==> src/hw/rtl/psu_pkg.sv <==
// ----------------------------------------------------------------------------
// psu_pkg
// Shared types and constants for the PNG scanline unfilter.
// ----------------------------------------------------------------------------
package psu_pkg;

	// configuration register indexes
	localparam logic CFG_LINE_BYTES      = 1'b0;
	localparam logic CFG_BYTES_PER_PIXEL = 1'b1;

	localparam int CFG_INDEX_W = 1;
	localparam int CFG_DATA_W  = 14;
	localparam int LINE_BYTES_W = 14;
	localparam int PIXEL_BYTES_W = 4;

	// entries in the queue between front and back
	localparam int QUEUE_DEPTH = 4;

	typedef enum logic [2:0] {
		FILT_NONE  = 3'd0,
		FILT_SUB   = 3'd1,
		FILT_UP    = 3'd2,
		FILT_AVG   = 3'd3,
		FILT_PAETH = 3'd4,
		FILT_BAD   = 3'd5
	} filt_t;

	// one data byte as classified by the front
	typedef struct packed {
		logic [7:0] data;
		filt_t      filt;
		logic       first_line;
		logic       left_edge;
		logic       eol;
	} psu_item_t;

endpackage

==> src/hw/rtl/psu_front.sv <==
// ----------------------------------------------------------------------------
// psu_front
// Scanline tracking: takes filter bytes, tags each data byte with its filter,
// position and edge flags, and pushes it to the queue.
// ----------------------------------------------------------------------------
module psu_front #(
	parameter int MAX_LINE_BYTES  = 8192,
	parameter int MAX_PIXEL_BYTES = 8
) (
	input  logic                                 clk,
	input  logic                                 arst_n,
	input  logic [psu_pkg::LINE_BYTES_W-1:0]     line_bytes,
	input  logic [psu_pkg::PIXEL_BYTES_W-1:0]    bytes_per_pixel,
	input  logic                                 accept,
	input  logic [7:0]                           filtered_byte,
	input  logic                                 start_of_image,
	output logic                                 push,
	output psu_pkg::psu_item_t                   push_item,
	output logic [$clog2(MAX_LINE_BYTES)-1:0]    push_pos,
	output logic [((MAX_PIXEL_BYTES > 1) ? $clog2(MAX_PIXEL_BYTES) : 1)-1:0] push_bpp_idx
);

	localparam int AW = $clog2(MAX_LINE_BYTES);
	localparam int PW = (MAX_PIXEL_BYTES > 1) ? $clog2(MAX_PIXEL_BYTES) : 1;
	localparam int LW = $clog2(MAX_LINE_BYTES + 1);
	localparam int CW = (LW > psu_pkg::LINE_BYTES_W) ? LW : psu_pkg::LINE_BYTES_W;

	function automatic psu_pkg::filt_t classify(input logic [7:0] code);
		psu_pkg::filt_t f;
		unique case (code)
			8'd0:    f = psu_pkg::FILT_NONE;
			8'd1:    f = psu_pkg::FILT_SUB;
			8'd2:    f = psu_pkg::FILT_UP;
			8'd3:    f = psu_pkg::FILT_AVG;
			8'd4:    f = psu_pkg::FILT_PAETH;
			default: f = psu_pkg::FILT_BAD;
		endcase
		return f;
	endfunction

	logic           awaiting_q;
	logic           first_line_q;
	logic [AW-1:0]  pos_q;
	psu_pkg::filt_t filt_q;

	logic [CW-1:0]  len_eff;
	logic [3:0]     bpp_eff;
	logic           eol;

	always_comb begin
		if (line_bytes == '0) begin
			len_eff = CW'(1);
		end else if (CW'(line_bytes) > CW'(MAX_LINE_BYTES)) begin
			len_eff = CW'(MAX_LINE_BYTES);
		end else begin
			len_eff = CW'(line_bytes);
		end
		if (bytes_per_pixel == '0) begin
			bpp_eff = 4'd1;
		end else if (bytes_per_pixel > 4'(MAX_PIXEL_BYTES)) begin
			bpp_eff = 4'(MAX_PIXEL_BYTES);
		end else begin
			bpp_eff = bytes_per_pixel;
		end
	end

	assign eol  = (CW'(pos_q) + CW'(1)) >= len_eff;
	assign push = accept && !start_of_image && !awaiting_q;

	always_comb begin
		push_item.data       = filtered_byte;
		push_item.filt       = filt_q;
		push_item.first_line = first_line_q;
		push_item.left_edge  = pos_q < AW'(bpp_eff);
		push_item.eol        = eol;
	end
	assign push_pos     = pos_q;
	assign push_bpp_idx = PW'(bpp_eff - 4'd1);

	always_ff @(posedge clk or negedge arst_n) begin
		if (!arst_n) begin
			awaiting_q   <= 1'b1;
			first_line_q <= 1'b1;
			pos_q        <= '0;
			filt_q       <= psu_pkg::FILT_NONE;
		end else if (accept) begin
			if (start_of_image || awaiting_q) begin
				filt_q     <= classify(filtered_byte);
				awaiting_q <= 1'b0;
				pos_q      <= '0;
				if (start_of_image) begin
					first_line_q <= 1'b1;
				end
			end else if (eol) begin
				pos_q        <= '0;
				awaiting_q   <= 1'b1;
				first_line_q <= 1'b0;
			end else begin
				pos_q <= pos_q + AW'(1);
			end
		end
	end

	// a line's last byte is always followed by a filter byte
	a_eol_wait_filter: assert property (@(posedge clk) disable iff (!arst_n)
		push && eol |=> awaiting_q && pos_q == '0)
		else $error("front: line end did not rearm filter byte");

	// data bytes never arrive while a filter byte is due
	a_no_push_waiting: assert property (@(posedge clk) disable iff (!arst_n)
		push |-> !awaiting_q)
		else $error("front: data byte pushed while awaiting filter byte");

endmodule

==> config.mk <==
export PLATFORM = sky130hd
export DESIGN_NAME = psu_front
export DESIGN_NICKNAME = d
export VERILOG_FILES = /design/src/hw/rtl/psu_pkg.sv /design/src/hw/rtl/psu_front.sv
export SDC_FILE = /design/constraint.sdc
export NUM_CORES = 1
export LEC_CHECK = 0
export BUFFER_PORTS_ARGS = -buffer_cell sky130_fd_sc_hd__buf_2
export CORE_MARGIN = 2
export CORE_UTILIZATION = 44
export DETAILED_ROUTE_END_ITERATION = 10
export PLACE_DENSITY = 0.87
export SYNTH_ARGS = -nofsm -noshare
export SYNTH_HDL_FRONTEND = slang
export SYNTH_SLANG_ARGS = --single-unit
==> constraint.sdc <==
create_clock -name clk -period 2.6 [get_ports clk]
set_input_delay 0.39 -clock clk [delete_from_list [all_inputs] [get_ports clk]]
set_output_delay 0.39 -clock clk [all_outputs]
set_load 0.05 [all_outputs]
# After elaboration in Yosys (flattened, before gate mapping)
# Cells that the tools add are included.
# word_totals
ram_bits,0
ff_bits,18
latch_bits,0
romBits,0
inputBits,30
out_inout_bits,31
wordCells,40
n_memories,0
# op_classes
addsub,3
div_mod_pow,0
magnitude_cmp,4
reduce_logical,12
bitwise,0
eq_ne,5
shifts,0
mul,0
mux,12
# op_table
operator,n
14-bit two-way mux,2
13-bit two-way mux,2
"8-bit by 2-bit equality test with 1-bit output, second input constant",2
3-bit one-hot mux with 5 select lines,1
"13-bit by 1-bit adder with 14-bit output, second input constant",1
14-bit greater-or-equal comparator,1
"14-bit greater-than comparator, second input constant",1
14-bit logical NOT,1
"13-bit by 1-bit adder with 13-bit output, second input constant",1
13-bit by 4-bit less-than comparator with 1-bit output,1
"8-bit by 1-bit equality test with 1-bit output, second input constant",1
"8-bit by 3-bit equality test with 1-bit output, second input constant",1
8-bit logical NOT,1
4-bit two-way mux,2
1-bit two-way mux,5
"4-bit greater-than comparator, second input constant",1
4-bit logical NOT,1
2-bit AND reduction,2
3-bit AND reduction,1
"3-bit by 1-bit subtractor with 3-bit output, second input constant",1
1-bit logical AND,2
1-bit logical NOT,2
"2-bit != test, second input constant",1
2-bit nonzero test,1
1-bit logical OR,1

# Logic depth before layout (Yosys ltp)
# logic_depth
ltp_word,6
depth_mapped,12
depth_no_buf,12

# Worst setup path before layout
# Ideal clock, no wire load.
# synth_timing
path_kind,register -> output
startpoint,"register pos_q[0], in the netlist push_pos[0]"
endpoint,output push_item[0] in the netlist's numbering
path_stages_with_launch,12
required_time_ns,2.210
n_path_buf,1
arrival_ns,2.758
path_slack_ns,-0.548
cell_sequence,dfrtp_1 -> ha_1 -> nand3_1 -> nor2_1 -> xor2_1 -> ha_1 -> and2_0 -> a221o_1 -> a21oi_2 -> o21a_4 -> inv_1 -> buf_4
# synth_between
elab_chain_cells,2
# synth_rtl
element,line_no,source
from (decl),psu_front.sv:43,logic [AW-1:0] pos_q;
from (signal assigned),psu_front.sv:99,pos_q <= pos_q + AW'(1);
13-bit by 1-bit adder with 14-bit output,psu_front.sv:67,assign eol = (CW'(pos_q) + CW'(1)) >= len_eff;
14-bit greater-or-equal comparator,psu_front.sv:67,
to (decl),psu_front.sv:18,"output psu_pkg::psu_item_t push_item,"
# No other way between the ends.

==> summary.txt <==
===============================================================================================
Cell types with the largest area share after synthesis ........................... dfrtp_1 (26%), ha_1 (16%), a32o_1 (7.9%)
DP Area ..........................................................................     2060 um2
Largest voltage drop on the vdd net ..............................................     0.262 mV
Share of async-settable or async-resettable flops after synthesis ................         100%
Number of antenna violations at the first check in global routing ................            0
Pwr Density ......................................................................   322 nW/um2
Top flip-flop cell by instance count after synthesis .............................      dfrtp_1
Normalized max-slew margin .......................................................        63.1%
Height of the chip ...............................................................      62.8 um
HPWL after detailed placement ....................................................      3.29 mm
Nets in the synthesized netlist ..................................................          222
Number of design rule violations left after detail routing .......................            0
Actual transition at the worst max-transition pin ................................     0.548 ns
Slack of the critical path .......................................................    -0.453 ns
Final design instance area without fill ..........................................     2320 um2
Largest stage delay on the critical path .........................................      0.42 ns
Max Root-Sink Buffers ............................................................            2
Clock H-tree levels ..............................................................            1
Share of cell area taken by muxes after synthesis ................................       0.657%
Mean area per synthesized cell ...................................................     8.80 um2
Worst min path class ............................................................. input port to asynchronous set/reset pin
Via count of the first global-routing pass .......................................        1,658
Share of the synthesized netlist area taken by xor and xnor gates ................        6.90%
Required time of the critical path ...............................................      2.21 ns
Buffers plus inverters on the worst setup path ...................................            2
Number of nets in the final layout ...............................................          320
Drt initial violations ...........................................................           96
Maximum fanout along the worst path ..............................................            4
Top Ports ........................................................................           61
Part of the cycle the worst path needs ...........................................         117%
Startpoint of the worst setup timing path ........................................  push_pos[1]
Share of final-layout standard cells stronger than drive strength 1 ..............        53.0%
Worst setup path category ........................................................ register to primary output
Average wire length per cell after detail routing ................................      15.1 um
Effective utilization at floorplan ...............................................        45.6%
P_leak ...........................................................................      1.26 nW
Largest net degree at the start of global routing ................................           19
Wire length of the first global-routing pass .....................................      7.33 mm
ANT nets after route .............................................................            0
Count of input and output buffers ................................................           60
Post-synthesis compound-gate area fraction .......................................        19.3%
Count of inserted antenna diode cells ............................................            0
Cell type with the largest total area after synthesis ............................      dfrtp_1
Min cycle time layout ............................................................      3.05 ns
Timing-limited maximum frequency .................................................      328 MHz
Instance count of the mapped netlist .............................................          173
Post-route worst hold slack ......................................................  -0.00721 ns
Area added between synthesis and finish ..........................................        52.3%
Routed vias ......................................................................        1,704
Sum of internal, switching and leakage power .....................................       746 uW
RR Startpoint ....................................................................  push_pos[1]
Final number of setup-violating endpoints ........................................           16
Aggregate routed wire length .....................................................      4.79 mm
Total number of placement rows ...................................................           21
Number of buffers inserted during clock tree synthesis ...........................            3
Run status ....................................................................... finished with violations
Area of the core region ..........................................................     3340 um2
Clock latency of the later-clocked register in the worst-skew pair ...............      0.30 ns
TritonCTS clock tree .............................................................         done
Clock input transition at the sequential cells of the worst setup and hold paths .      0.11 ns
Syn. warnings ....................................................................            0
Worst-path cell chain ............................................................ nand4_1 -> nor2_4 -> nand3_2 -> xnor2_2 -> ha_1 -> and2_4 -> a221o_1 -> a21oi_4 -> o21a_4 -> inv_4 -> buf_8
Arrival time at the worst endpoint ...............................................      2.66 ns
Post-synth cell types ............................................................           36
Root buffer selected by CTS ......................................................     clkbuf_4
Quantity of hold-fixing buffers added after cts ..................................            0
Detail-routed via count per cell .................................................         5.39
Synthesis-stage register bit count ...............................................           18
Failing checks ................................................................... hold timing, setup timing
Combinational family with the most area after synthesis .......................... compound AO/OA/AOI/OAI gates
Final Hold Vio Count .............................................................            9
Drt pass-1 iters .................................................................            4
Max-cap violations ...............................................................            0
Startpoint type of the worst setup path ..........................................     register
Worst clock skew on the final layout .............................................    0.0173 ns
Final weighted congestion in routability-driven placement ........................        0.843
Overall global routing resource usage ............................................        23.7%
Crit path max-delay cell type ....................................................      dfrtp_2
RSZ-0062 raised after global routing .............................................          yes
Portion of the post-synthesis area used by sequential elements ...................        29.7%
Synth Area in Adders .............................................................        15.6%
Final max-slew violation count ...................................................            0
Top-count cell post-synth ........................................................      nand2_1
Most instantiated cells after synthesis .......................................... nand2_1 (24), ha_1 (19), dfrtp_1 (16)
Chip Width .......................................................................      62.8 um
Number of clock sinks ............................................................           18
Post-synth design cell area ......................................................     1520 um2
Nature of the critical path endpoint ............................................. primary output
Die outline area .................................................................     3950 um2
Portion of synthesized cell area occupied by the leading cell type ...............        26.3%
Congestion Overflow GR ...........................................................            0
Simple-Gate Fraction of Synth Area ...............................................        18.1%
Top delay family on crit path .................................................... compound AO/OA/AOI/OAI gates
Count of flip-flops with a built-in enable after synthesis .......................            0
===============================================================================================
==> registers in the layout, indices dropped and copies added (netlist names) <==
| name | cells |
|---|---|
| push_pos | 13 |
| filt_q | 3 |
| awaiting_q | 1 |
| first_line_q | 1 |
==> metrics by stage <==
step / setup TNS [ns] / std cells / utilization, % / worst slack, ns
floorplan: -0.317 / 173 / - / -0.240
global placement: -0.0988 / 297 / 61.6 / -0.0988
detailed placement: -0.534 / 297 / 61.6 / -0.203
CTS: -0.647 / 313 / 66.7 / -0.419
global route: -3.95 / 316 / 69.5 / -0.562
finish: -2.54 / 316 / 69.5 / -0.453
==> logic make-up after synthesis <==
kind of cell,Yosys count
compound gates,38
xor+xnor,12
fa+ha+maj,19
buf+inv,26
flops,18
mux,1
simple gates,59
==> power breakdown <==
group          switching (mW)  internal (mW)  leakage (nW)
Combinational           0.191          0.109          1.03
Sequential             0.0105          0.291         0.221
Clock                  0.0861         0.0597        0.0150
Total                   0.287          0.459          1.26
==> worst paths after layout <==
path / endpoint / slack, ns / depth (start not counted)
setup / recovery: push_item[0] / -0.45 / 11
hold / removal: push_pos[10] / -0.007 / 1
setup reg to reg: push_pos[3] / -0.18 / 12
hold reg to reg: first_line_q / 0.49 / 2
max in group asynchronous: first_line_q / 2.27 / 1
min in group clk: push_pos[0] / 0.34 / 2
==> worst reg2reg max path, delay by kind of cell (launching register included) <==
| family | cells | cell delay (ns) |
|---|---|---|
| adders and majority gates | 1 | 0.31 |
| AOI/OAI and AO/OA | 2 | 0.49 |
| xor gates and xnor gates | 1 | 0.11 |
| buffers and inverters | 3 | 0.51 |
| DFF | 1 | 0.42 |
| and+or+nand+nor | 5 | 0.82 |
==> layout make-up <==
| class | count | area (um2) |
|---|---|---|
| Clock buffer | 4 | 26.3 |
| Fill cell | 240 | 1020 |
| Inverter | 11 | 43.8 |
| Multi-Input combinational cell | 129 | 1030 |
| Sequential cell | 18 | 465 |
| Tap cell | 46 | 57.6 |
| Timing Repair Buffer | 108 | 699 |
==> metal layers <==
layer | global-route usage (%) | share of wire [%] | up-vias
met5 | 0 | 0 | -
met4 | 11.7 | 2.2 | 0
met3 | 2.34 | 4.1 | 10
met2 | 43.8 | 53 | 63
met1 | 27.0 | 41 | 816
li1 | - | - | 815
==> cell usage in the layout (no fill, tap or decap), types with 2 or more instances in the layout <==
cell / synthesis / routed
a21o_1: 2 / 2
a21oi_1: 7 / 7
a32o_1: 12 / 12
buf_2: 1 / 59
buf_4: 11 / 45
buf_8: 0 / 2
clkbuf_4: 0 / 3
dfrtp_1: 16 / 6
dfrtp_2: 0 / 10
dfstp_2: 2 / 2
ha_1: 19 / 18
inv_1: 11 / 10
nand2_1: 24 / 23
nand3_1: 7 / 5
nand3_2: 0 / 2
nand4_1: 5 / 5
nor2_1: 11 / 7
nor2_2: 0 / 3
nor3_1: 3 / 2
nor4_1: 4 / 4
o21ai_0: 7 / 5
o21ai_1: 1 / 2
xnor2_1: 6 / 4
xnor2_2: 0 / 2
xor2_1: 6 / 4
xor2_2: 0 / 2
==> timing repair <==
action,in CTS,in global routing
pin swaps,12,19
resized for setup,11,12
buffers inserted,12,7
endpoints found under the setup margin,14,16
gates cloned,0,1
No activity file was read; power rests on OpenSTA's default activity.
