**config.mk**
```make
export PLATFORM = sky130hd
export DESIGN_NAME = psu_queue
export DESIGN_NICKNAME = d
export VERILOG_FILES = /design/src/hw/rtl/psu_queue.sv
export SDC_FILE = /design/constraint.sdc
export NUM_CORES = 1
export LEC_CHECK = 0
export BUFFER_PORTS_ARGS = -buffer_cell sky130_fd_sc_hd__buf_2
export CORE_MARGIN = 2
export CORE_UTILIZATION = 35
export DETAILED_ROUTE_END_ITERATION = 7
export PLACE_DENSITY_LB_ADDON = 0.15
export REMOVE_ABC_BUFFERS = 1
export SLEW_MARGIN = 25
export SYNTH_ARGS = -nofsm -noshare
export SYNTH_HDL_FRONTEND = slang
export SYNTH_SLANG_ARGS = --single-unit
```
**constraint.sdc**
```tcl
create_clock -name clk -period 1.7 [get_ports clk]
set_input_delay 0.17 -clock clk [delete_from_list [all_inputs] [get_ports clk]]
set_output_delay 0.17 -clock clk [all_outputs]
set_load 0.02 [all_outputs]
```
**src/hw/rtl/psu_queue.sv**
```systemverilog
// ----------------------------------------------------------------------------
// psu_queue
// Small register FIFO between the scanline tracker and the reconstruction.
// ----------------------------------------------------------------------------
module psu_queue #(
	parameter int W     = 32,
	parameter int DEPTH = 4
) (
	input  logic         clk,
	input  logic         arst_n,
	input  logic         push,
	input  logic [W-1:0] push_data,
	input  logic         pop,
	output logic [W-1:0] head,
	output logic         not_empty,
	output logic         full
);

	localparam int IW = (DEPTH > 1) ? $clog2(DEPTH) : 1;
	localparam int NW = $clog2(DEPTH + 1);

	logic [W-1:0]  entry_q [DEPTH];
	logic [IW-1:0] rd_ptr_q;
	logic [IW-1:0] wr_ptr_q;
	logic [NW-1:0] count_q;

	assign head      = entry_q[rd_ptr_q];
	assign not_empty = count_q != '0;
	assign full      = count_q == NW'(DEPTH);

	function automatic logic [IW-1:0] next_ptr(input logic [IW-1:0] p);
		return (p == IW'(DEPTH - 1)) ? '0 : p + IW'(1);
	endfunction

	always_ff @(posedge clk) begin
		if (push) begin
			entry_q[wr_ptr_q] <= push_data;
		end
	end

	always_ff @(posedge clk or negedge arst_n) begin
		if (!arst_n) begin
			rd_ptr_q <= '0;
			wr_ptr_q <= '0;
			count_q  <= '0;
		end else begin
			if (push) begin
				wr_ptr_q <= next_ptr(wr_ptr_q);
			end
			if (pop) begin
				rd_ptr_q <= next_ptr(rd_ptr_q);
			end
			if (push && !pop) begin
				count_q <= count_q + NW'(1);
			end else if (pop && !push) begin
				count_q <= count_q - NW'(1);
			end
		end
	end

	a_no_overflow: assert property (@(posedge clk) disable iff (!arst_n)
		!(push && full))
		else $error("queue: push while full");

	a_no_underflow: assert property (@(posedge clk) disable iff (!arst_n)
		!(pop && !not_empty))
		else $error("queue: pop while empty");

endmodule

```
Word-level counts from Yosys, hierarchy flattened
Memories as Yosys holds them, arrays and structs flattened. Cells that the tools add are included.

Flip-flop bits (word level): 7. Memory bits (writable): 128. Input bits: 36. Output and inout port bits: 34. Logic and storage cells: 23. Memories kept: 1.

Memories: entry_q (words 4, bits a word 32, read ports 1, clocked after Yosys merged registers in 0, wr ports 1, line 22) `logic [W-1:0] entry_q [DEPTH];`.

Add/sub/neg operators: 4. Equal/unequal tests: 3. Mux-type cells: 6. Reduce and logical (&&, ||, !) cells: 6.

Operator list (number): $mux W3 (2); $add A2 B1 Y2 const B (2); $eq A2 B2 Y1 const B (2); $mux W2 (2); $add A3 B1 Y3 const B (1); $eq A3 B3 Y1 const B (1); $reduce_bool A3 Y1 (1); $sub A3 B1 Y3 const B (1); $logic_and A1 B1 Y1 (2); $logic_not A1 Y1 (2); $mux W1 (2); $reduce_bool A2 Y1 (1).

Logic depth before layout (Yosys ltp)
Gate-level depths: netlist (run 1).

Word-level depth: 4. Gate-level depth with buffers: 7. Mapped depth without buffers: 7.

Worst setup path before layout (run 1)
Ideal clock, no wire load.

Kind: register to register. Start: register wr_ptr_q[0]. End: memory entry_q[2][0], enable pin. Arrival: 1.413 ns. Path slack: -0.105 ns. Cell stages (with the launch flop): 4. Clock period less this slack: 1.805 ns. Path through: dfrtp_1 > inv_1 > ha_1 > and2_1.

RTL lines: start, declared (line 24) `logic [IW-1:0] wr_ptr_q;`; start signal, assigned (line 48) `wr_ptr_q <= next_ptr(wr_ptr_q);`; end, declared (line 22).

Straight into the memory's write port.

Worst setup path after layout (run 1)
Start: register rd_ptr_q[0]. End: output port head[23].

Cells in the longest elaborated chain, start to end: 1.

RTL lines: start, declared (line 23) `logic [IW-1:0] rd_ptr_q;`; start signal, assigned (line 51) `rd_ptr_q <= next_ptr(rd_ptr_q);`; $mem_v2 Z4 W32; end, declared (line 14) `output logic [W-1:0] head,`.

No other way between the ends.

==> reports/qor.yml, run 1 <==
outcome: "finished with violations"
violated_checks: "setup timing"
worst_path_max_delay_cell: "sky130_fd_sc_hd__mux4_1"
synthCells: 205
sequential_cell_area_um2: 4020
critPathCaptureType: "output pin"
critical_path.startpoint_type: "flop"
synthTopCellsByArea: "sky130_fd_sc_hd__edfxtp_1 (76%), sky130_fd_sc_hd__mux4_2 (12%), sky130_fd_sc_hd__dfrtp_1 (3.4%)"
final.period_utilization_pct: 116
drt_wl_total_mm: 9.75
die_h_um: 125
vias_in_the_first_global_route: 2688
report.power.total_mw: 12.4
finalNetCount: 380
clock-skew-final_ns: 0.00727
clock_tree.htree_level_count: 4
critical_register_to_register_path_startpoint: "rd_ptr_q[0]"
worst-endpoint-arrival_ns: 1.80
hpwlAfterDp_mm: 5.81
critPathMaxStageDelay_ns: 0.54
ratio_of_routed_vias_to_standard_cells: 4.65
worst_hold_path.endpoint: "wr_ptr_q[1]"
internal_power_mw: 8.93
cts.clk_slew.worst_paths_ns: 0.05
area_of_combinational_cells_with_multiple_inputs_um2: 956
combinationalPowerShare_pct: 33.5
tritoncts_num_sinks: 135
buffer_ports.inserted: 69
classification_of_the_worst_slack_hold_path: "primary input to flop"
drc_errors: 0
cpLargestDelayFamily: "multiplexers"
layout.filler_cells: 1195
netSwitchingFraction_pct: 28.2
row_count: 44
fin_worst_hold_slack_ns: 0.0606
maximum_number_of_pins_on_one_net_before_global_route_repair: 20
io_pins: 70
gp_congestion: 0.652
pre_antenna_drt_iters: 4
floorplan.die_area_um2: 15500
layout_setup_ws_ns: -0.272
timing.fmax_mhz: 507
hold_start: "push"
synth_warnings: 0
reg2reg_path_depth: 5
regToRegEndpoint: "rd_ptr_q[1]"
synth_area_leader: "sky130_fd_sc_hd__edfxtp_1"
tritoncts: "yes"
whs_path_depth: 2
relSlewSlack_pct: 82.3
postRouteAntennaNets: 0
worstPathCellList: "buf_12 -> buf_6 -> mux4_1 -> buf_2"
synth.distinct_cells: 20
power_switching_mw: 3.51
synthesis.area_um2: 5080
areaGrowthSynthToFinish_pct: 36.2
worst-r2r-setup-slack_ns: 0.21
finalHoldViolations: 0
period_needed_ns: 1.97
cts-root-to-sink-buffers: 2
antenna-diode-count: 0
finalSetupViolCount: 32
critPathBufInv: 3
critPathLaunch: "rd_ptr_q[0]"
synth_sequential_area_ratio_pct: 79.1
worst-slew-pin-transition_ns: 0.266
syn-mean-instance-area_um2: 24.8
post-synth-top-area-fraction_pct: 75.6
detailedRoute.firstIterationViolations: 103
grt.total_usage_pct: 13.5
worst_ep_required_time_ns: 1.53
power.leakage_nw: 2.48
clock-root-buffer: "sky130_fd_sc_hd__clkbuf_16"
path_class: "flop to output pin"
cts-buffers-inserted: 17
congestion_overflow_gr: 0
start_util_pct: 35.4
worstSkewPairLatency_ns: 0.42
cellPowerDensity_nw_per_um2: 1800
timing.max_cap.violations: 0
grt_setup_unrepaired: "true"
antenna_found_initial: 0
synth.ff_latch_count: 135
floorplan.core_area_um2: 14400
vias: 2485
die_x_um: 125
power_frac_seq_pct: 35.9
finalMaxSlewViolations: 0
routed_length_per_instance_um: 18.2
wire_length_of_the_first_global_routing_pass_mm: 15.0
final_layout_size_suffix_gt1_share_pct: 44.6
worstPathMaxFanout: 5
p_clk_share_pct: 30.6
worst_ir_drop_vdd_mv: 0.747
through the flow:
stage / cell area (um2) / utilization, % / setup slack [ns] / TNS (ns) / std cells
finish: 6920 / 48.2 / -0.272 / -7.25 / 534
detailed placement: 5760 / 40.1 / 0.159 / 0 / 463
global route: 6920 / 48.2 / -0.331 / -9.19 / 534
floorplan: 4990 / - / -0.665 / -29.74 / 197
CTS: 6900 / 48.0 / -0.296 / -8.29 / 533
global placement: 5760 / 40.1 / 0.175 / 0 / 463
layer usage:
layer / share of wire, % / track usage, % / vias to the layer above
li1: - / - / 1123
met1: 45 / 17.0 / 1279
met2: 48 / 21.1 / 68
met3: 5.0 / 4.47 / 15
met4: 2.1 / 6.54 / 0
met5: 0 / 0 / -
synth_stat cells (all sizes together):
library cell / n
edfxtp: 128
mux4: 32
buf: 7
dfrtp: 7
ha: 6
and2: 4
inv: 4
mux2: 3
nor2: 3
nand2: 2
o21ai: 2
xor2: 2
clkbuf: 1
fa: 1
nor3b: 1
or3: 1
xnor2: 1
kinds of logic (layout without fill, tap and decap cells):
logic type | Yosys count | in the layout | synth area share, %
muxes | 35 | 35 | 15.1
buffers and inverters | 12 | 157 | 2.07
AOI/OAI and AO/OA | 2 | 2 | 0.197
adders and majority gates | 7 | 7 | 1.87
DFF | 135 | 135 | 79.1
and+or+nand+nor | 11 | 11 | 1.13
xor gates and xnor gates | 3 | 3 | 0.517
final cells by class:
type	instances	area share [%]
sequential	135	58.1
timing repair buffer	121	15.4
multi-input combinational	58	13.8
clock buffer	26	7.50
tap	184	3.33
clock inverter	6	1.61
inverter	4	0.217
state kept, by name, summed over array words and instances, names as in the netlist:
name / cells
count_q: 3
entry_q: 128
rd_ptr_q: 2
wr_ptr_q: 2
power groups by stage:
stage	Combinational, mW	Clock, mW	Sequential, mW
final	4.16	3.81	4.47
after global routing	4.48	4.04	4.52
after CTS	4.20	3.91	4.48
after detailed placement	3.54	0	4.55
after global placement	3.50	0	4.53
after floorplan	1.96	0	4.73
cells in the final DEF (no fill, tap or decap), drive strengths merged:
cell type,instances
and2,4
buf,88
bufinv,3
clkbuf,26
clkinv,2
clkinvlp,1
dfrtp,7
dlygate4sd3,33
edfxtp,128
fa,1
ha,6
inv,4
mux2,3
mux4,32
nand2,2
nor2,3
nor3b,1
o21ai,2
or3,1
xnor2,1
xor2,2
repair_timing:
action	4_1_cts	5_1_grt
endpoints found under the setup margin	32	32
gates cloned	2	0
hold buffers	33	0
resized for setup	29	6
setup buffers	3	1
endpoints found under the hold margin	135	0
how the worst max path moves through the flow:
stage	to	depth (start not counted)
final	head[23]	4
after floorplan	head[13]	1
after global routing	head[10]	4
after CTS	head[27]	4
after detailed placement	head[27]	3
after global placement	head[1]	3
Power figures use the tool's default switching activity.
==> run 2, diff against run 1 <==
HOLD_SLACK_MARGIN = 0.12   (was unset)
SKIP_LAST_GASP = 1   (was unset)
==> reports/qor.yml, run 2 (same netlist as run 1, synthesis figures left out) <==
critPathLaunch: "rd_ptr_q[0]"
finish.instance_area_um2: 6950  # +0.34%
largest-register: "entry_q"
hpwlAfterDp_mm: 5.81  # unchanged
postRouteAntennaNets: 0  # unchanged
critPathCaptureType: "output pin"
largest_registers: "entry_q (128), count_q (3)"
final.period_utilization_pct: 116  # -0.39 points
worst_ep_required_time_ns: 1.53  # about the same
tritoncts: "yes"
vias: 2506  # +0.85%
drc_errors: 0  # unchanged
violated_checks: "setup timing"
number_of_flip_flops_in_the_largest_register: 128  # unchanged
clock-root-buffer: "sky130_fd_sc_hd__clkbuf_16"
congestion_overflow_gr: 0  # unchanged
tritoncts_num_sinks: 135  # unchanged
vias_in_the_first_global_route: 2690  # +0.074%
utilization_pct: 48.3  # +0.17 points
worstSkewPairLatency_ns: 0.42  # about the same
io_pins: 70  # unchanged
ratio_of_routed_vias_to_standard_cells: 4.66  # about the same
classification_of_the_worst_slack_hold_path: "flop to flop"
worst-endpoint-arrival_ns: 1.80  # about the same
relSlewSlack_pct: 82.3  # about the same
worst-slew-pin-transition_ns: 0.265  # -0.000499 ns
mostFrequentLayoutCell: "sky130_fd_sc_hd__edfxtp_1"
floorplan.die_area_um2: 15500  # unchanged
path_class: "flop to output pin"
critical_path.startpoint_type: "flop"
clock-skew-final_ns: 0.00649  # -0.000776 ns
wire_length_of_the_first_global_routing_pass_mm: 15.0  # about the same
timing.max_cap.violations: 0  # unchanged
placedInstanceArea_um2: 5760  # unchanged
report.power.total_mw: 12.4  # -0.45%
timing.fmax_mhz: 509  # +0.34%
antenna-diode-count: 0  # unchanged
start_util_pct: 35.4  # unchanged
pre_antenna_drt_iters: 4  # unchanged
cts-root-to-sink-buffers: 2  # unchanged
clock_tree.htree_level_count: 4  # unchanged
final_layout_size_suffix_gt1_share_pct: 44.1  # -0.50 points
cellPowerDensity_nw_per_um2: 1780  # -0.79%
maximum_number_of_pins_on_one_net_before_global_route_repair: 20  # unchanged
buffer_ports.inserted: 69  # unchanged
grt_setup_unrepaired: "true"
final_cell_count_no_fill: 538  # +0.75%
routed_length_per_instance_um: 18.2  # -0.35%
die_x_um: 125  # unchanged
worst_ir_drop_vdd_mv: 0.743  # -0.56%
row_count: 44  # unchanged
period_needed_ns: 1.97  # -0.00670 ns
cell_count_after_placement: 463  # unchanged
gp_congestion: 0.652  # unchanged
finalHoldViolations: 0  # unchanged
finalMaxSlewViolations: 0  # unchanged
detailedRoute.firstIterationViolations: 106  # +2.9%
finalNetCount: 384  # +1.1%
die_h_um: 125  # unchanged
critical_register_to_register_path_startpoint: "rd_ptr_q[0]"
worstPathMaxFanout: 5  # unchanged
cts-buffers-inserted: 17  # unchanged
outcome: "finished with violations"
grt.total_usage_pct: 13.5  # about the same
finalSetupViolCount: 32  # unchanged
hold_start: "count_q[2]"
drt_wl_total_mm: 9.78  # +0.40%
cts.clk_slew.worst_paths_ns: 0.05  # about the same
floorplan.core_area_um2: 14400  # unchanged
areaGrowthSynthToFinish_pct: 36.7
layout_setup_ws_ns: -0.265  # +0.00670 ns
power.leakage_nw: 2.50  # +0.46%
antenna_found_initial: 0  # unchanged
most-common-layout-cells: "sky130_fd_sc_hd__edfxtp_1 (128), sky130_fd_sc_hd__buf_2 (53), sky130_fd_sc_hd__dlygate4sd3_1 (37)"
==> run 2: path summary, 6_finish.rpt <==
check	cells past startpoint	to	slack, ns
setup / recovery	4	head[23]	-0.27
hold / removal	1	count_q[2]	0.48
setup reg to reg	5	rd_ptr_q[1]	0.21
hold reg to reg	1	count_q[2]	0.48
max in group asynchronous	4	count_q[0]	0.24
min in group asynchronous	3	count_q[2]	0.67
==> run 2: worst max-delay path, cell delays in order (launching register included) <==
cell and delay [ns]:
sky130_fd_sc_hd__dfrtp_2 0.40, sky130_fd_sc_hd__buf_12 0.13, sky130_fd_sc_hd__buf_6 0.13, sky130_fd_sc_hd__mux4_1 0.54, sky130_fd_sc_hd__buf_2 0.17
==> run 2: report_power, final <==
part / total, mW / internal, mW / leakage [nW] / switching [mW]
clock: 3.81 / 2.54 / 0.307 / 1.27
combinational: 4.11 / 2.06 / 0.932 / 2.05
sequential: 4.47 / 4.29 / 1.26 / 0.182
total: 12.4 / 8.89 / 2.50 / 3.49
==> run 2: layout make-up <==
| class | count | area, um2 |
|---|---|---|
| fill | 1200 | 7420 |
| sequential | 135 | 4020 |
| inverter | 4 | 15.0 |
| clock inverter | 6 | 111 |
| clock buffer | 26 | 519 |
| tap | 184 | 230 |
| timing repair buffer | 125 | 1090 |
| multi-input combinational | 58 | 956 |
==> run 2: metrics by stage <==
step | hold slack [ns] | setup WS (ns) | TNS [ns]
after CTS | 0.475 | -0.296 | -8.32
after global routing | 0.497 | -0.331 | -9.24
after global placement | 0.0380 | 0.175 | 0
after detailed placement | 0.0425 | 0.159 | 0
final | 0.479 | -0.265 | -7.27
after floorplan | -0.126 | -0.665 | -29.74
==> run 2: timing repair <==
action / in CTS / in global routing
endpoints found under the hold margin: 139 / 0
endpoints found under the setup margin: 32 / 33
setup buffers: 3 / 1
gates resized for setup: 27 / 5
hold buffers: 37 / 0
cloned: 2 / 0
==> run 2: metal layers <==
layer	part of all wire [%]	GRT usage, %
met2	48	21.1
met4	2.1	6.54
met3	4.8	4.34
met1	45	17.2
met5	0	0
